==> src/sv/hdp_pkg.sv <==
// Shared types, constants and character helpers for the hex dump record parser.
package hdp_pkg;

  localparam int CHAR_W      = 8;
  localparam int BLOCK_W     = 16;
  localparam int HALF_W      = 64;
  localparam int DATA_W      = 2 * HALF_W;
  localparam int COUNT_W     = 8;
  localparam int LIMIT_W     = 8;
  localparam int NIB_W       = 4;
  localparam int PREFIX_LEN  = 8;
  localparam int PREFIX_W    = $clog2(PREFIX_LEN);
  localparam int HEX_DIGITS  = DATA_W / NIB_W;
  localparam int HEXCNT_W    = $clog2(HEX_DIGITS);
  localparam int ACC_W       = BLOCK_W + 3;

  // APB side
  localparam int PDATA_W     = 32;
  localparam int PADDR_W     = 2;
  localparam logic [PADDR_W-1:0] ADDR_RECORD_LIMIT = 2'd0;
  localparam logic [LIMIT_W-1:0] RECORD_LIMIT_RESET = 8'd64;

  // Characters and numeric bounds
  localparam logic [CHAR_W-1:0] CH_NEWLINE = 8'd10;
  localparam logic [CHAR_W-1:0] CH_SPACE   = 8'h20;
  localparam logic [CHAR_W-1:0] CH_TAB     = 8'd9;
  localparam logic [CHAR_W-1:0] CH_VT      = 8'd11;
  localparam logic [CHAR_W-1:0] CH_FF      = 8'd12;
  localparam logic [CHAR_W-1:0] CH_CR      = 8'd13;
  localparam logic [CHAR_W-1:0] CH_PLUS    = 8'h2B;
  localparam logic [CHAR_W-1:0] CH_MINUS   = 8'h2D;
  localparam logic [CHAR_W-1:0] CH_ZERO    = 8'h30;
  localparam logic [CHAR_W-1:0] CH_NINE    = 8'h39;

  localparam logic [ACC_W-1:0]   MAG_SAT       = 19'd32768;
  localparam logic [BLOCK_W-1:0] MAG_SAT16     = 16'h8000;
  localparam logic [BLOCK_W-1:0] POS_MAX       = 16'h7FFF;
  localparam logic signed [BLOCK_W-1:0] TRAILER_BOUND = 16'sd128;
  localparam logic [1:0]         TRAILER_MASK  = 2'b11;

  localparam logic KIND_RECORD  = 1'b0;
  localparam logic KIND_SUMMARY = 1'b1;

  typedef enum logic [2:0] {
    LP_PREFIX,
    LP_SP1,
    LP_TOKEN,
    LP_SP2,
    LP_HEX,
    LP_IGNORE
  } line_phase_t;

  typedef enum logic [1:0] {
    NP_WS,
    NP_DIG,
    NP_DONE
  } num_phase_t;

  typedef struct packed {
    logic                      kind;
    logic signed [BLOCK_W-1:0] block_number;
    logic [HALF_W-1:0]         data_high;
    logic [HALF_W-1:0]         data_low;
    logic [COUNT_W-1:0]        record_count;
    logic                      is_last;
  } hdp_result_t;

  // Expected character at each place of the line prefix "RFA dat "
  function automatic logic [CHAR_W-1:0] prefix_char(input logic [PREFIX_W-1:0] idx);
    logic [CHAR_W-1:0] c;
    unique case (idx)
      3'd0: c = 8'h52; // R
      3'd1: c = 8'h46; // F
      3'd2: c = 8'h41; // A
      3'd3: c = 8'h20;
      3'd4: c = 8'h64; // d
      3'd5: c = 8'h61; // a
      3'd6: c = 8'h74; // t
      3'd7: c = 8'h20;
      default: c = 8'h20;
    endcase
    return c;
  endfunction

  // {valid, nibble} for a hex character
  function automatic logic [NIB_W:0] hex_decode(input logic [CHAR_W-1:0] ch);
    logic [NIB_W:0] r;
    r = '0;
    if (ch >= CH_ZERO && ch <= CH_NINE) r = {1'b1, ch[NIB_W-1:0]};
    else if (ch >= 8'h61 && ch <= 8'h66) r = {1'b1, ch[NIB_W-1:0] + 4'd9};
    else if (ch >= 8'h41 && ch <= 8'h46) r = {1'b1, ch[NIB_W-1:0] + 4'd9};
    return r;
  endfunction

  function automatic logic is_white(input logic [CHAR_W-1:0] ch);
    return (ch == CH_SPACE) || (ch == CH_TAB) || (ch == CH_VT) ||
           (ch == CH_FF) || (ch == CH_CR);
  endfunction

endpackage

==> src/sv/hdp_if.sv <==
// Stream interfaces: dump characters in, parsed records out.
interface hdp_char_if;
  import hdp_pkg::*;
  logic              valid;
  logic              ready;
  logic [CHAR_W-1:0] char_code;
  logic              end_of_dump;

  modport source (output valid, output char_code, output end_of_dump, input ready);
  modport sink   (input valid, input char_code, input end_of_dump, output ready);
endinterface

interface hdp_rec_if;
  import hdp_pkg::*;
  logic                      valid;
  logic                      ready;
  logic                      kind;
  logic signed [BLOCK_W-1:0] block_number;
  logic [HALF_W-1:0]         data_high;
  logic [HALF_W-1:0]         data_low;
  logic [COUNT_W-1:0]        record_count;
  logic                      is_last;

  modport source (output valid, output kind, output block_number, output data_high,
                  output data_low, output record_count, output is_last, input ready);
  modport sink   (input valid, input kind, input block_number, input data_high,
                  input data_low, input record_count, input is_last, output ready);
endinterface

==> src/sv/hdp_parser.sv <==
// Line parser state: prefix match, block number, hex decode and record decision.
module hdp_parser (
  input  logic                        clk,
  input  logic                        rst,
  input  logic                        valid,
  input  logic                        step,
  input  logic [hdp_pkg::CHAR_W-1:0]  char_code,
  input  logic                        end_of_dump,
  input  logic [hdp_pkg::LIMIT_W-1:0] record_limit,
  output logic                        emit,
  output hdp_pkg::hdp_result_t        result
);
  import hdp_pkg::*;

  line_phase_t           phase, phase_next;
  logic [PREFIX_W-1:0]   prefix_pos, prefix_pos_next;
  logic [BLOCK_W-1:0]    num_value, num_value_next;
  logic                  num_neg, num_neg_next;
  num_phase_t            num_phase, num_phase_next;
  logic [HEXCNT_W-1:0]   hex_count, hex_count_next;
  logic [DATA_W-1:0]     data, data_next;
  logic [COUNT_W-1:0]    accepted, accepted_next;

  // number feed results for this character
  logic [BLOCK_W-1:0]    nf_value;
  logic                  nf_neg;
  num_phase_t            nf_phase;
  logic                  digit;
  logic [ACC_W-1:0]      acc;
  logic [BLOCK_W-1:0]    acc_sat;

  logic                  live;
  logic                  in_number;
  logic                  at_hex;
  logic [NIB_W:0]        hex_dec;
  logic [DATA_W-1:0]     shifted;
  logic                  last_digit;
  logic [BLOCK_W-1:0]    mag_clamped;
  logic signed [BLOCK_W-1:0] block;
  logic                  trailer;
  logic                  take;

  // decimal accumulate with saturation of the magnitude
  always_comb begin
    digit   = (char_code >= CH_ZERO) && (char_code <= CH_NINE);
    acc     = ACC_W'({3'b000, num_value} * 19'd10) + ACC_W'(char_code[NIB_W-1:0]);
    acc_sat = (acc > MAG_SAT) ? MAG_SAT16 : acc[BLOCK_W-1:0];
  end

  // signed number parser, runs beside the token skipper
  always_comb begin
    nf_value = num_value;
    nf_neg   = num_neg;
    nf_phase = num_phase;
    unique case (num_phase)
      NP_WS: begin
        if (is_white(char_code)) begin
          nf_phase = NP_WS;
        end else if (char_code == CH_PLUS || char_code == CH_MINUS) begin
          nf_neg   = (char_code == CH_MINUS);
          nf_phase = NP_DIG;
        end else if (digit) begin
          nf_phase = NP_DIG;
          nf_value = acc_sat;
        end else begin
          nf_phase = NP_DONE;
        end
      end
      NP_DIG: begin
        if (digit) nf_value = acc_sat;
        else nf_phase = NP_DONE;
      end
      NP_DONE: nf_phase = NP_DONE;
      default: nf_phase = num_phase;
    endcase
  end

  // hex digit, block value and record decision
  always_comb begin
    live      = !end_of_dump && (char_code != CH_NEWLINE);
    in_number = live && (phase == LP_SP1 || phase == LP_TOKEN ||
                         phase == LP_SP2 || phase == LP_HEX);
    at_hex    = live && ((phase == LP_HEX) || (phase == LP_SP2 && char_code != CH_SPACE));
    hex_dec   = hex_decode(char_code);
    shifted   = {data[DATA_W-NIB_W-1:0], hex_dec[NIB_W-1:0]};
    last_digit = at_hex && hex_dec[NIB_W] && (hex_count == HEXCNT_W'(HEX_DIGITS - 1));
    mag_clamped = (nf_value > POS_MAX) ? POS_MAX : nf_value;
    block     = nf_neg ? $signed(BLOCK_W'(0) - nf_value) : $signed(mag_clamped);
    trailer   = (block < TRAILER_BOUND) && (block[1:0] == TRAILER_MASK);
    take      = last_digit && (block != '0) && !trailer && (accepted < record_limit);
  end

  // next state
  always_comb begin
    phase_next      = phase;
    prefix_pos_next = prefix_pos;
    num_value_next  = num_value;
    num_neg_next    = num_neg;
    num_phase_next  = num_phase;
    hex_count_next  = hex_count;
    data_next       = data;
    accepted_next   = accepted;
    if (end_of_dump) begin
      phase_next      = LP_PREFIX;
      prefix_pos_next = '0;
      num_value_next  = '0;
      num_neg_next    = 1'b0;
      num_phase_next  = NP_WS;
      hex_count_next  = '0;
      data_next       = '0;
      accepted_next   = '0;
    end else if (char_code == CH_NEWLINE) begin
      phase_next      = LP_PREFIX;
      prefix_pos_next = '0;
    end else begin
      if (in_number) begin
        num_value_next = nf_value;
        num_neg_next   = nf_neg;
        num_phase_next = nf_phase;
      end
      unique case (phase)
        LP_PREFIX: begin
          if (char_code == prefix_char(prefix_pos)) begin
            prefix_pos_next = prefix_pos + 1'b1;
            if (prefix_pos == PREFIX_W'(PREFIX_LEN - 1)) begin
              phase_next     = LP_SP1;
              num_value_next = '0;
              num_neg_next   = 1'b0;
              num_phase_next = NP_WS;
              hex_count_next = '0;
              data_next      = '0;
            end
          end else begin
            phase_next = LP_IGNORE;
          end
        end
        LP_SP1:   if (char_code != CH_SPACE) phase_next = LP_TOKEN;
        LP_TOKEN: if (char_code == CH_SPACE) phase_next = LP_SP2;
        LP_SP2, LP_HEX: begin
          if (at_hex) begin
            if (!hex_dec[NIB_W]) begin
              phase_next = LP_IGNORE;
            end else begin
              phase_next     = LP_HEX;
              data_next      = shifted;
              hex_count_next = hex_count + 1'b1;
              if (last_digit) phase_next = LP_IGNORE;
              if (take) accepted_next = accepted + 1'b1;
            end
          end
        end
        LP_IGNORE: phase_next = LP_IGNORE;
        default:   phase_next = LP_IGNORE;
      endcase
    end
  end

  // outputs
  always_comb begin
    emit = valid && (end_of_dump || take);
    if (end_of_dump) begin
      result.kind         = KIND_SUMMARY;
      result.block_number = '0;
      result.data_high    = '0;
      result.data_low     = '0;
      result.record_count = accepted;
      result.is_last      = 1'b1;
    end else begin
      result.kind         = KIND_RECORD;
      result.block_number = block;
      result.data_high    = shifted[DATA_W-1:HALF_W];
      result.data_low     = shifted[HALF_W-1:0];
      result.record_count = accepted + 1'b1;
      result.is_last      = 1'b0;
    end
  end

  always_ff @(posedge clk) begin
    if (rst) begin
      phase      <= LP_PREFIX;
      prefix_pos <= '0;
      num_value  <= '0;
      num_neg    <= 1'b0;
      num_phase  <= NP_WS;
      hex_count  <= '0;
      data       <= '0;
      accepted   <= '0;
    end else if (step) begin
      phase      <= phase_next;
      prefix_pos <= prefix_pos_next;
      num_value  <= num_value_next;
      num_neg    <= num_neg_next;
      num_phase  <= num_phase_next;
      hex_count  <= hex_count_next;
      data       <= data_next;
      accepted   <= accepted_next;
    end
  end

endmodule

==> src/sv/hex_dump_block_record_parser.sv <==
// Top level: input register, line parser, result register and APB register.
//
//  channel   dir  payload                                             handshake
//  char_in   in   char_code[7:0], end_of_dump                         valid/ready
//  rec_out   out  kind, block_number[15:0], data_high[63:0],
//                 data_low[63:0], record_count[7:0], is_last          valid/ready
//  apb       in   record_limit at address 0                           psel/penable
//
// One character per cycle unless a held result stalls it. Each character waits in
// the input register; as it advances, the parser updates its state and loads the
// result register in the same cycle, so a record is shown once its last hex digit advances.
// Reset (rst, synchronous) clears the parser and sets record_limit to 64.
// A held result stalls only characters that would produce another result.
module hex_dump_block_record_parser (
  input  logic                        clk,
  input  logic                        rst,
  input  logic                        psel,
  input  logic                        penable,
  input  logic                        pwrite,
  input  logic [hdp_pkg::PADDR_W-1:0] paddr,
  input  logic [hdp_pkg::PDATA_W-1:0] pwdata,
  output logic [hdp_pkg::PDATA_W-1:0] prdata,
  output logic                        pready,
  hdp_char_if.sink                    char_in,
  hdp_rec_if.source                   rec_out
);
  import hdp_pkg::*;

  logic [LIMIT_W-1:0] record_limit;
  logic               s1_valid;
  logic [CHAR_W-1:0]  s1_char;
  logic               s1_eod;
  logic               emit;
  logic               advance;
  hdp_result_t        result;
  hdp_result_t        out_reg;
  logic               out_valid;

  // configuration register
  assign pready = 1'b1;
  assign prdata = (paddr == ADDR_RECORD_LIMIT) ? PDATA_W'(record_limit) : '0;

  always_ff @(posedge clk) begin
    if (rst) begin
      record_limit <= RECORD_LIMIT_RESET;
    end else if (psel && penable && pwrite && pready && paddr == ADDR_RECORD_LIMIT) begin
      record_limit <= pwdata[LIMIT_W-1:0];
    end
  end

  // input register moves on unless its result finds the output occupied
  assign advance       = s1_valid && (!emit || !out_valid || rec_out.ready);
  assign char_in.ready = !s1_valid || advance;

  always_ff @(posedge clk) begin
    if (rst) begin
      s1_valid <= 1'b0;
    end else if (char_in.ready) begin
      s1_valid <= char_in.valid;
    end
  end

  always_ff @(posedge clk) begin
    if (char_in.ready && char_in.valid) begin
      s1_char <= char_in.char_code;
      s1_eod  <= char_in.end_of_dump;
    end
  end

  hdp_parser u_parser (
    .clk          (clk),
    .rst          (rst),
    .valid        (s1_valid),
    .step         (advance),
    .char_code    (s1_char),
    .end_of_dump  (s1_eod),
    .record_limit (record_limit),
    .emit         (emit),
    .result       (result)
  );

  // result register
  always_ff @(posedge clk) begin
    if (rst) begin
      out_valid <= 1'b0;
    end else if (advance && emit) begin
      out_valid <= 1'b1;
    end else if (rec_out.ready) begin
      out_valid <= 1'b0;
    end
  end

  always_ff @(posedge clk) begin
    if (advance && emit) out_reg <= result;
  end

  assign rec_out.valid        = out_valid;
  assign rec_out.kind         = out_reg.kind;
  assign rec_out.block_number = out_reg.block_number;
  assign rec_out.data_high    = out_reg.data_high;
  assign rec_out.data_low     = out_reg.data_low;
  assign rec_out.record_count = out_reg.record_count;
  assign rec_out.is_last      = out_reg.is_last;

endmodule

==> src/flat_wrapper.sv <==
// flat-port wrapper written by rule: the top's interface ports become plain ports
module hex_dump_block_record_parser_flat import hdp_pkg::*;
  (clk, rst, psel, penable, pwrite, paddr, pwdata, prdata, pready, char_in_valid, char_in_char_code, char_in_end_of_dump, char_in_ready, rec_out_valid, rec_out_kind, rec_out_block_number, rec_out_data_high, rec_out_data_low, rec_out_record_count, rec_out_is_last, rec_out_ready);
  hdp_char_if char_in_i ();
  hdp_rec_if rec_out_i ();
  input  logic clk;
  input  logic rst;
  input  logic psel;
  input  logic penable;
  input  logic pwrite;
  input  logic [hdp_pkg::PADDR_W-1:0] paddr;
  input  logic [hdp_pkg::PDATA_W-1:0] pwdata;
  output logic [hdp_pkg::PDATA_W-1:0] prdata;
  output logic pready;
  input wire logic [$bits(char_in_i.valid)-1:0] char_in_valid;
  input wire logic [$bits(char_in_i.char_code)-1:0] char_in_char_code;
  input wire logic [$bits(char_in_i.end_of_dump)-1:0] char_in_end_of_dump;
  output wire logic [$bits(char_in_i.ready)-1:0] char_in_ready;
  output wire logic [$bits(rec_out_i.valid)-1:0] rec_out_valid;
  output wire logic [$bits(rec_out_i.kind)-1:0] rec_out_kind;
  output wire logic [$bits(rec_out_i.block_number)-1:0] rec_out_block_number;
  output wire logic [$bits(rec_out_i.data_high)-1:0] rec_out_data_high;
  output wire logic [$bits(rec_out_i.data_low)-1:0] rec_out_data_low;
  output wire logic [$bits(rec_out_i.record_count)-1:0] rec_out_record_count;
  output wire logic [$bits(rec_out_i.is_last)-1:0] rec_out_is_last;
  input wire logic [$bits(rec_out_i.ready)-1:0] rec_out_ready;
  assign char_in_i.valid = char_in_valid;
  assign char_in_i.char_code = char_in_char_code;
  assign char_in_i.end_of_dump = char_in_end_of_dump;
  assign char_in_ready = char_in_i.ready;
  assign rec_out_valid = rec_out_i.valid;
  assign rec_out_kind = rec_out_i.kind;
  assign rec_out_block_number = rec_out_i.block_number;
  assign rec_out_data_high = rec_out_i.data_high;
  assign rec_out_data_low = rec_out_i.data_low;
  assign rec_out_record_count = rec_out_i.record_count;
  assign rec_out_is_last = rec_out_i.is_last;
  assign rec_out_i.ready = rec_out_ready;
  hex_dump_block_record_parser u_core (.clk(clk), .rst(rst), .psel(psel), .penable(penable), .pwrite(pwrite), .paddr(paddr), .pwdata(pwdata), .prdata(prdata), .pready(pready), .char_in(char_in_i), .rec_out(rec_out_i));
endmodule
==> config.mk <==
export PLATFORM = sky130hd
export DESIGN_NAME = hex_dump_block_record_parser_flat
export DESIGN_NICKNAME = d
export VERILOG_FILES = /design/src/sv/hdp_pkg.sv /design/src/sv/hdp_if.sv /design/src/sv/hdp_parser.sv /design/src/sv/hex_dump_block_record_parser.sv /design/src/flat_wrapper.sv
export SDC_FILE = /design/constraint.sdc
export NUM_CORES = 1
export LEC_CHECK = 0
export BUFFER_PORTS_ARGS = -buffer_cell sky130_fd_sc_hd__buf_4
export CAP_MARGIN = 20
export CORE_AREA = 2 2 247 127
export CTS_CLUSTER_SIZE = 14
export DETAILED_ROUTE_END_ITERATION = 8
export DIE_AREA = 0 0 249 129
export PLACE_DENSITY = 0.88
export SETUP_SLACK_MARGIN = 0.05
export SYNTH_ARGS = -nofsm -noshare
export SYNTH_HDL_FRONTEND = slang
export SYNTH_HIERARCHICAL = 1
export SYNTH_SLANG_ARGS = --single-unit
==> constraint.sdc <==
create_clock -name clk -period 22.5 [get_ports clk]
set_input_delay 4.5 -clock clk [delete_from_list [all_inputs] [get_ports clk]]
set_output_delay 4.5 -clock clk [all_outputs]
set_load 0.05 [all_outputs]
# Yosys cells after proc, flatten, opt, wreduce, memory -nomap -nowiden
# Memory sizes are Yosys's and may differ from the RTL's. A register that Yosys moved wholly into a read port is not among the register bits.
# Index checks and enable logic that the tools add are counted.
# Widths: inputs -> output; s select.
dict set report totals {
  reg_bits 335
  mem_bits_ro 48
  out_inout_bits 189
  word_cells 201
  memories 1
}
# memory words word_bits rd rd_clocked_by_memory_dff wr line_no
set mem_list {}
lappend mem_list {{(no name shown)} 8 6 1 1 0 hdp_pkg.sv:71} ;# unique case (idx)
dict set report op_classes {
  n_addsub 6
  n_mul 1
  n_lt_le_gt_ge 10
  eq_ne 29
  n_mux 79
  reduce_logical 56
}
# op n
set ops {}
lappend ops {{$mux 124} 6}
lappend ops {{$pmux 124 s2} 1}
lappend ops {{$mux 16} 12}
lappend ops {{$mux 154} 1}
lappend ops {{$mux 8} 10}
lappend ops {{$mux 5} 9}
lappend ops {{$eq 8x4->1 const B} 5}
lappend ops {{$mux 3} 13}
lappend ops {{$pmux 16 s2} 1}
lappend ops {{$eq 8x6->1 const B} 3}
lappend ops {{$logic_and 1x1->1} 20}
lappend ops {{$mux 2} 10}
lappend ops {{$add 19x4->19} 1}
lappend ops {{$gt 19x16->1 const B} 1}
lappend ops {{$mul 16x3->18 const B} 1}
lappend ops {{$ge 8x7->1 const B} 2}
lappend ops {{$gt 16x15->1 const B} 1}
lappend ops {{$le 8x7->1 const B} 2}
lappend ops {{$lt 16x9->1 const B} 1}
lappend ops {{$reduce_bool 16->1} 1}
lappend ops {{$sub 1x16->16 const A} 1}
lappend ops {{$logic_or 1x1->1} 13}
lappend ops {{$mux 1} 13}
lappend ops {{$ne 3x2->1 const B} 4}
lappend ops {{34 further kinds} 49}

# Depth between registers and ports, before layout
dict set report logic_depth {
  word_depth 25
  ltp_mapped 34
}

# Cells and area by module
# The synthesis kept the hierarchy.
# module instances cells_each area_each_um2 seq_area_each_um2
set modules_own_cells {}
lappend modules_own_cells {hdp_parser 1 1421 10695.3 3363.2}
lappend modules_own_cells {hex_dump_block_record_parser 1 246 5605.4 5094.9}

# Worst setup path before layout
# OpenSTA, ideal clock, no wires.
dict set report synth_timing {
  path_kind {reg-to-reg}
  start {register u_core.u_parser.num_value[3]}
  end {register u_core.out_reg (netlist bit u_core/rec_out.block_number[0]) (enable)}
  arrival_time_ps 12079
  t_required_ps 21831
  path_slack_ps 9752
  path_stages_with_launch 27
  n_path_buf 2
  period_less_slack_ps 12748
  path_cell_list {dfxtp_1 ha_1 ha_1 fa_1 a21o_1 a221o_1 buf_2 and2_1 a211o_1 a2111o_1 a21oi_1 o41ai_4 buf_6 and2_1 a31o_2 inv_1 ha_1 o21ai_0 nand2b_1 a31oi_2 nand3_1 xnor2_1 a21oi_1 o31ai_2 a31oi_1 nand2_1 nor2_1}
}
dict set report synth_via {
  elab_chain_len 23
  elab_cells_between_ends 27
  classes_between {add/sub (2); mul (1); order compare (3); eq/ne (1); mux (7); reduce/logical (13)}
}
# element line_no
set synth_rtl {}
lappend synth_rtl {{start, declared} hdp_parser.sv:17} ;# logic [BLOCK_W-1:0] num_value, num_value_next;
lappend synth_rtl {{start signal, assigned} hdp_parser.sv:191} ;# num_value <= num_value_next;
lappend synth_rtl {{$mul 16x3->18} hdp_parser.sv:46} ;# acc = ACC_W'({3'b000, num_value} * 19'd10) + ACC_W'(char_code[NIB_W-1:0]);
lappend synth_rtl {{$add 19x4->19} hdp_parser.sv:46}
lappend synth_rtl {{$gt 19x16->1} hdp_parser.sv:47} ;# acc_sat = (acc > MAG_SAT) ? MAG_SAT16 : acc[BLOCK_W-1:0];
lappend synth_rtl {{$mux 16} hdp_parser.sv:47}
lappend synth_rtl {{$mux 16} {hdp_parser.sv:62, hdp_parser.sv:70}}
lappend synth_rtl {{$mux 16} hdp_parser.sv:59} ;# end else if (char_code == CH_PLUS || char_code == CH_MINUS) begin
lappend synth_rtl {{$mux 16} hdp_parser.sv:57} ;# if (is_white(char_code)) begin
lappend synth_rtl {{$pmux 16 s2 (*)} hdp_parser.sv:55} ;# unique case (num_phase)
lappend synth_rtl {{(+6 left out)} --}
lappend synth_rtl {{$logic_and 1x1->1 (*) (2 in series)} hdp_parser.sv:90} ;# take = last_digit && (block != '0) && !trailer && (accepted < record_limit);
lappend synth_rtl {{$logic_or 1x1->1 (*)} hdp_parser.sv:160} ;# emit = valid && (end_of_dump || take);
lappend synth_rtl {{$logic_and 1x1->1 (*)} hdp_parser.sv:160}
lappend synth_rtl {{via u_core.emit} hex_dump_block_record_parser.sv:33} ;# logic emit;
lappend synth_rtl {{$logic_not 1->1} hex_dump_block_record_parser.sv:52} ;# assign advance = s1_valid && (!emit || !out_valid || rec_out.ready);
lappend synth_rtl {{$logic_or 1x1->1 (2 in series)} hex_dump_block_record_parser.sv:52}
lappend synth_rtl {{$logic_and 1x1->1} hex_dump_block_record_parser.sv:52}
lappend synth_rtl {{$logic_and 1x1->1 (*)} hex_dump_block_record_parser.sv:94} ;# if (advance && emit) out_reg <= result;
lappend synth_rtl {{end signal, assigned} hex_dump_block_record_parser.sv:94}
lappend synth_rtl {{end, declared} hex_dump_block_record_parser.sv:36} ;# hdp_result_t out_reg;
# Mark *: on every way through the listed nets, which the timed path passes. The rest lies on a longest branch.
# A chain may end at the register's enable or synchronous reset.

# Worst setup path after layout
dict set report layout_timing {
  start {register u_core.u_parser.num_value[3]}
  end {output port char_in_ready}
}
dict set report layout_via {
  elab_chain_len 23
  elab_cells_between_ends 27
  classes_between {add/sub (2); mul (1); order compare (3); eq/ne (1); mux (7); reduce/logical (13)}
}
# element line_no
set layout_rtl {}
lappend layout_rtl {{$mul 16x3->18} hdp_parser.sv:46}
lappend layout_rtl {{$add 19x4->19} hdp_parser.sv:46}
lappend layout_rtl {{$gt 19x16->1} hdp_parser.sv:47}
lappend layout_rtl {{$mux 16} hdp_parser.sv:47}
lappend layout_rtl {{$mux 16} {hdp_parser.sv:62, hdp_parser.sv:70}}
lappend layout_rtl {{$mux 16} hdp_parser.sv:59}
lappend layout_rtl {{$mux 16} hdp_parser.sv:57}
lappend layout_rtl {{$pmux 16 s2 (*)} hdp_parser.sv:55}
lappend layout_rtl {{(+6 left out)} --}
lappend layout_rtl {{$logic_and 1x1->1 (*) (2 in series)} hdp_parser.sv:90}
lappend layout_rtl {{$logic_or 1x1->1 (*)} hdp_parser.sv:160}
lappend layout_rtl {{$logic_and 1x1->1 (*)} hdp_parser.sv:160}
lappend layout_rtl {{via u_core.emit} hex_dump_block_record_parser.sv:33}
lappend layout_rtl {{$logic_not 1->1 (*)} hex_dump_block_record_parser.sv:52}
lappend layout_rtl {{$logic_or 1x1->1 (*) (2 in series)} hex_dump_block_record_parser.sv:52}
lappend layout_rtl {{$logic_and 1x1->1 (*)} hex_dump_block_record_parser.sv:52}
lappend layout_rtl {{$logic_or 1x1->1 (*)} hex_dump_block_record_parser.sv:53} ;# assign char_in.ready = !s1_valid || advance;
lappend layout_rtl {{end, declared} flat_wrapper.sv:18} ;# output wire logic [$bits(char_in_i.ready)-1:0] char_in_ready;
# Marked as above.

==> flow_summary.toml <==
[status]
status = "completed"

[finish]
synthToLayoutAreaGrowth_pct = 15.16
diodes = 0
final_cell_mix = "nand2_1, buf_4, a21oi_1, dfxtp_1, edfxtp_1"
final_common_cell = "nand2_1"
nets = 1905
drive_gt1_share_pct = 16.12

[grt]
antenna_found_initial = 1
grt_usage_pct = 26.11
grt_max_degree = 98
first_global_vias = 12180
grt_pass1_wl_um = 67010
grt_overflow_total = 0

[route]
ant_nets = 0
drc = 0
wirelength_um = 42990
num_vias = 13280
routed_via_density = 5.976
wl_per_cell_um = 19.34
first_iter_violations = 1764
first_pass_iters = 6

[timing]
fmax_mhz = 75.98
period_share_pct = 58.50
setup_viol = 0
max-slew-margin-rel_pct = 27.20
rsz0062_at_grt = "no"
hold-worst-slack_ns = 0.4617
worst_clock_skew_ns = 0.02421
fin_crit_ns = 13.16
drv_slew = 0
hold_viol_final = 0
worstMarginPinSlew_ns = 1.092
fin_tns_setup_ns = 0

[synthesis]
synth_edf_count = 163
synthFlopType = "dfxtp_1"
ys_warn_count = 6
ys_seq_area_share_pct = 51.89
synth_area_um2 = 16300
synth_cells = 1667
ys_ff_latch = 341
synth_cell_types = 91
ys_async_sr_fraction_pct = 0
synth.avg_cell_area_um2 = 9.778

[floorplanning]
die_x_um = 249
die_h_um = 129
io_pins = 239
start_util_pct = 54.52
die_area_um2 = 32120
coreArea_um2 = 29900
rows = 45

[setup_path]
cp.arrival_ns = 8.66
critPathLaunch = "u_core/u_parser/num_value[3]$_SDFFE_PP0P_"
worstSetupPathType = "register to output port"
critPathCapture = "char_in_ready"
path_max_fanout = 21
regToRegEndpoint = "u_core/u_parser/data[71]$_SDFFE_PP0P_"
timing.rr.start = "u_core/u_parser/num_value[3]$_SDFFE_PP0P_"
required_ns = 18.00
r2r_setup_slack_ns = 11.15
critPathLaunchType = "register"
reg2regPathDepth = 30
crit_path_end_kind = "output port"

[min_path]
holdCritPathClass = "register to register"

[clocking]
cts.hold.buffers_added = 0
cts_buffers = 30
h-tree-depth = 1
clk_path_buf_depth = 3
cts_resized = 0
clkLatencyLatePin_ns = 0.57
cts_tree = "done"
cts_setup_buffers = 0
cts_root_buffer = "clkbuf_16"
clk_pin_slew_worst_paths_ns = 0.06
cts_sinks = 341

[place]
dp_hpwl_um = 29250
portBuffers = 189
place_congestion = 0.9295

[job]
drv_cap = 0

[power_and_ir_drop]
irDropWorstVdd_v = 0.00005325
leakagePower_nw = 6.849
p_per_area_nw_per_um2 = 67.40
[kinds of logic (layout without fill, tap and decap cells)]
family	count (synthesis)	after routing	share of synthesized area [%]
other	2	25	0.04607
multiplexers	18	18	1.136
buffers and inverters	150	284	4.222
XOR/XNOR	43	43	2.479
flip-flops	341	341	51.89
AO/OA/AOI/OAI	375	375	15.00
AND/OR/NAND/NOR	685	685	21.07
adder cells (fa/ha/maj)	53	53	4.160
[how the worst min path moves through the flow]
stage,from,to,slack [ns],cells after the start
finish,u_core/u_parser/data[122]$_SDFFE_PP0P_,u_core/u_parser/data[122]$_SDFFE_PP0P_,0.46,2
CTS,u_core/u_parser/data[123]$_SDFFE_PP0P_,u_core/u_parser/data[123]$_SDFFE_PP0P_,0.46,2
global route,u_core/u_parser/data[96]$_SDFFE_PP0P_,u_core/u_parser/data[96]$_SDFFE_PP0P_,0.48,2
floorplan,u_core/u_parser/data[120]$_SDFFE_PP0P_,u_core/u_parser/data[120]$_SDFFE_PP0P_,0.43,2
detailed placement,u_core/u_parser/data[123]$_SDFFE_PP0P_,u_core/u_parser/data[123]$_SDFFE_PP0P_,0.45,2
global placement,u_core/u_parser/data[122]$_SDFFE_PP0P_,u_core/u_parser/data[122]$_SDFFE_PP0P_,0.44,2
[critical path, stage by stage (launching register included)]
cell and delay (ns):
dfxtp_1 0.54, ha_1 0.31, ha_1 0.26, fa_1 0.47
xnor2_1 0.27, nor4b_2 0.66, nand4_1 0.39, a2111o_1 0.51
a21oi_1 0.30, o41ai_4 0.12, buf_4 0.25, and2_1 0.27
a31o_2 0.31, inv_1 0.12, ha_1 0.38, o21ai_0 0.19
nand2b_1 0.21, a31oi_2 0.32, a311oi_1 0.18, a2111oi_2 0.32
o2111ai_1 0.28, o31ai_2 0.59, a31oi_1 0.36, nand3_1 0.23
buf_4 0.22
[final cells by class]
class	count	area (um^2)
well taps	399	499.2
multi-input cells	1199	7282
clock inverters	6	42.54
flip-flops and latches	341	8458
inverters	24	90.09
fillers	2301	11130
repair buffers	206	1550
clock buffers	48	849.6
[per-stage QoR]
step / utilization (%) / cell area [um^2] / setup slack, ns / cells / power, mW
after floorplan: - / 16390 / 9.752 / 1690 / 0.7625
after global placement: 59.77 / 17870 / 10.46 / 2168 / 0.7880
after detailed placement: 59.80 / 17880 / 10.25 / 2169 / 0.7905
after CTS: 62.79 / 18770 / 9.603 / 2223 / 1.270
after global routing: 62.79 / 18770 / 8.961 / 2223 / 1.308
final: 62.79 / 18770 / 9.338 / 2223 / 1.265
[power by group]
group          switching [mW]  leakage [nW]  total (mW)  internal (mW)
logic                  0.0887          3.62       0.120         0.0314
registers             0.00718          2.80       0.660          0.653
clock network           0.226         0.427       0.485          0.259
total                   0.322          6.85        1.27          0.943
[routing by layer]
metal  share of wire, %  wire, um  GRT usage (%)  up-vias
met2                 43     18390          38.05      695
met5              0.030        13              0        -
met3                9.9      4270          5.321       83
met4                2.4      1044          7.237        2
li1                   -         -              -     6133
met1                 45     19270          39.38     6371
[state kept, by name, indices dropped and copies added, names as in the netlist, 16 cells and up, named ones only]
name and flops:
u_core/rec_out.data_high 64, u_core/rec_out.block_number 16, u_core/u_parser/num_value 16, u_core/rec_out.data_low 64, u_core/u_parser/data 124
[synth_stat cells (19+ instances only)]
cell type,n,area (um^2)
o21ai_0,31,155.2
nand3_1,74,370.4
dfxtp_1,178,3563
xor2_1,19,166.4
a21oi_1,181,905.9
nand2b_1,26,162.7
edfxtp_1,163,4895
ha_1,51,638.1
inv_1,23,86.33
clkbuf_1,79,296.5
xnor2_1,22,192.7
nor2b_1,133,832.1
nor2_1,83,311.6
buf_4,28,210.2
nand2_1,254,953.4
(Power assumes the default switching activity.)
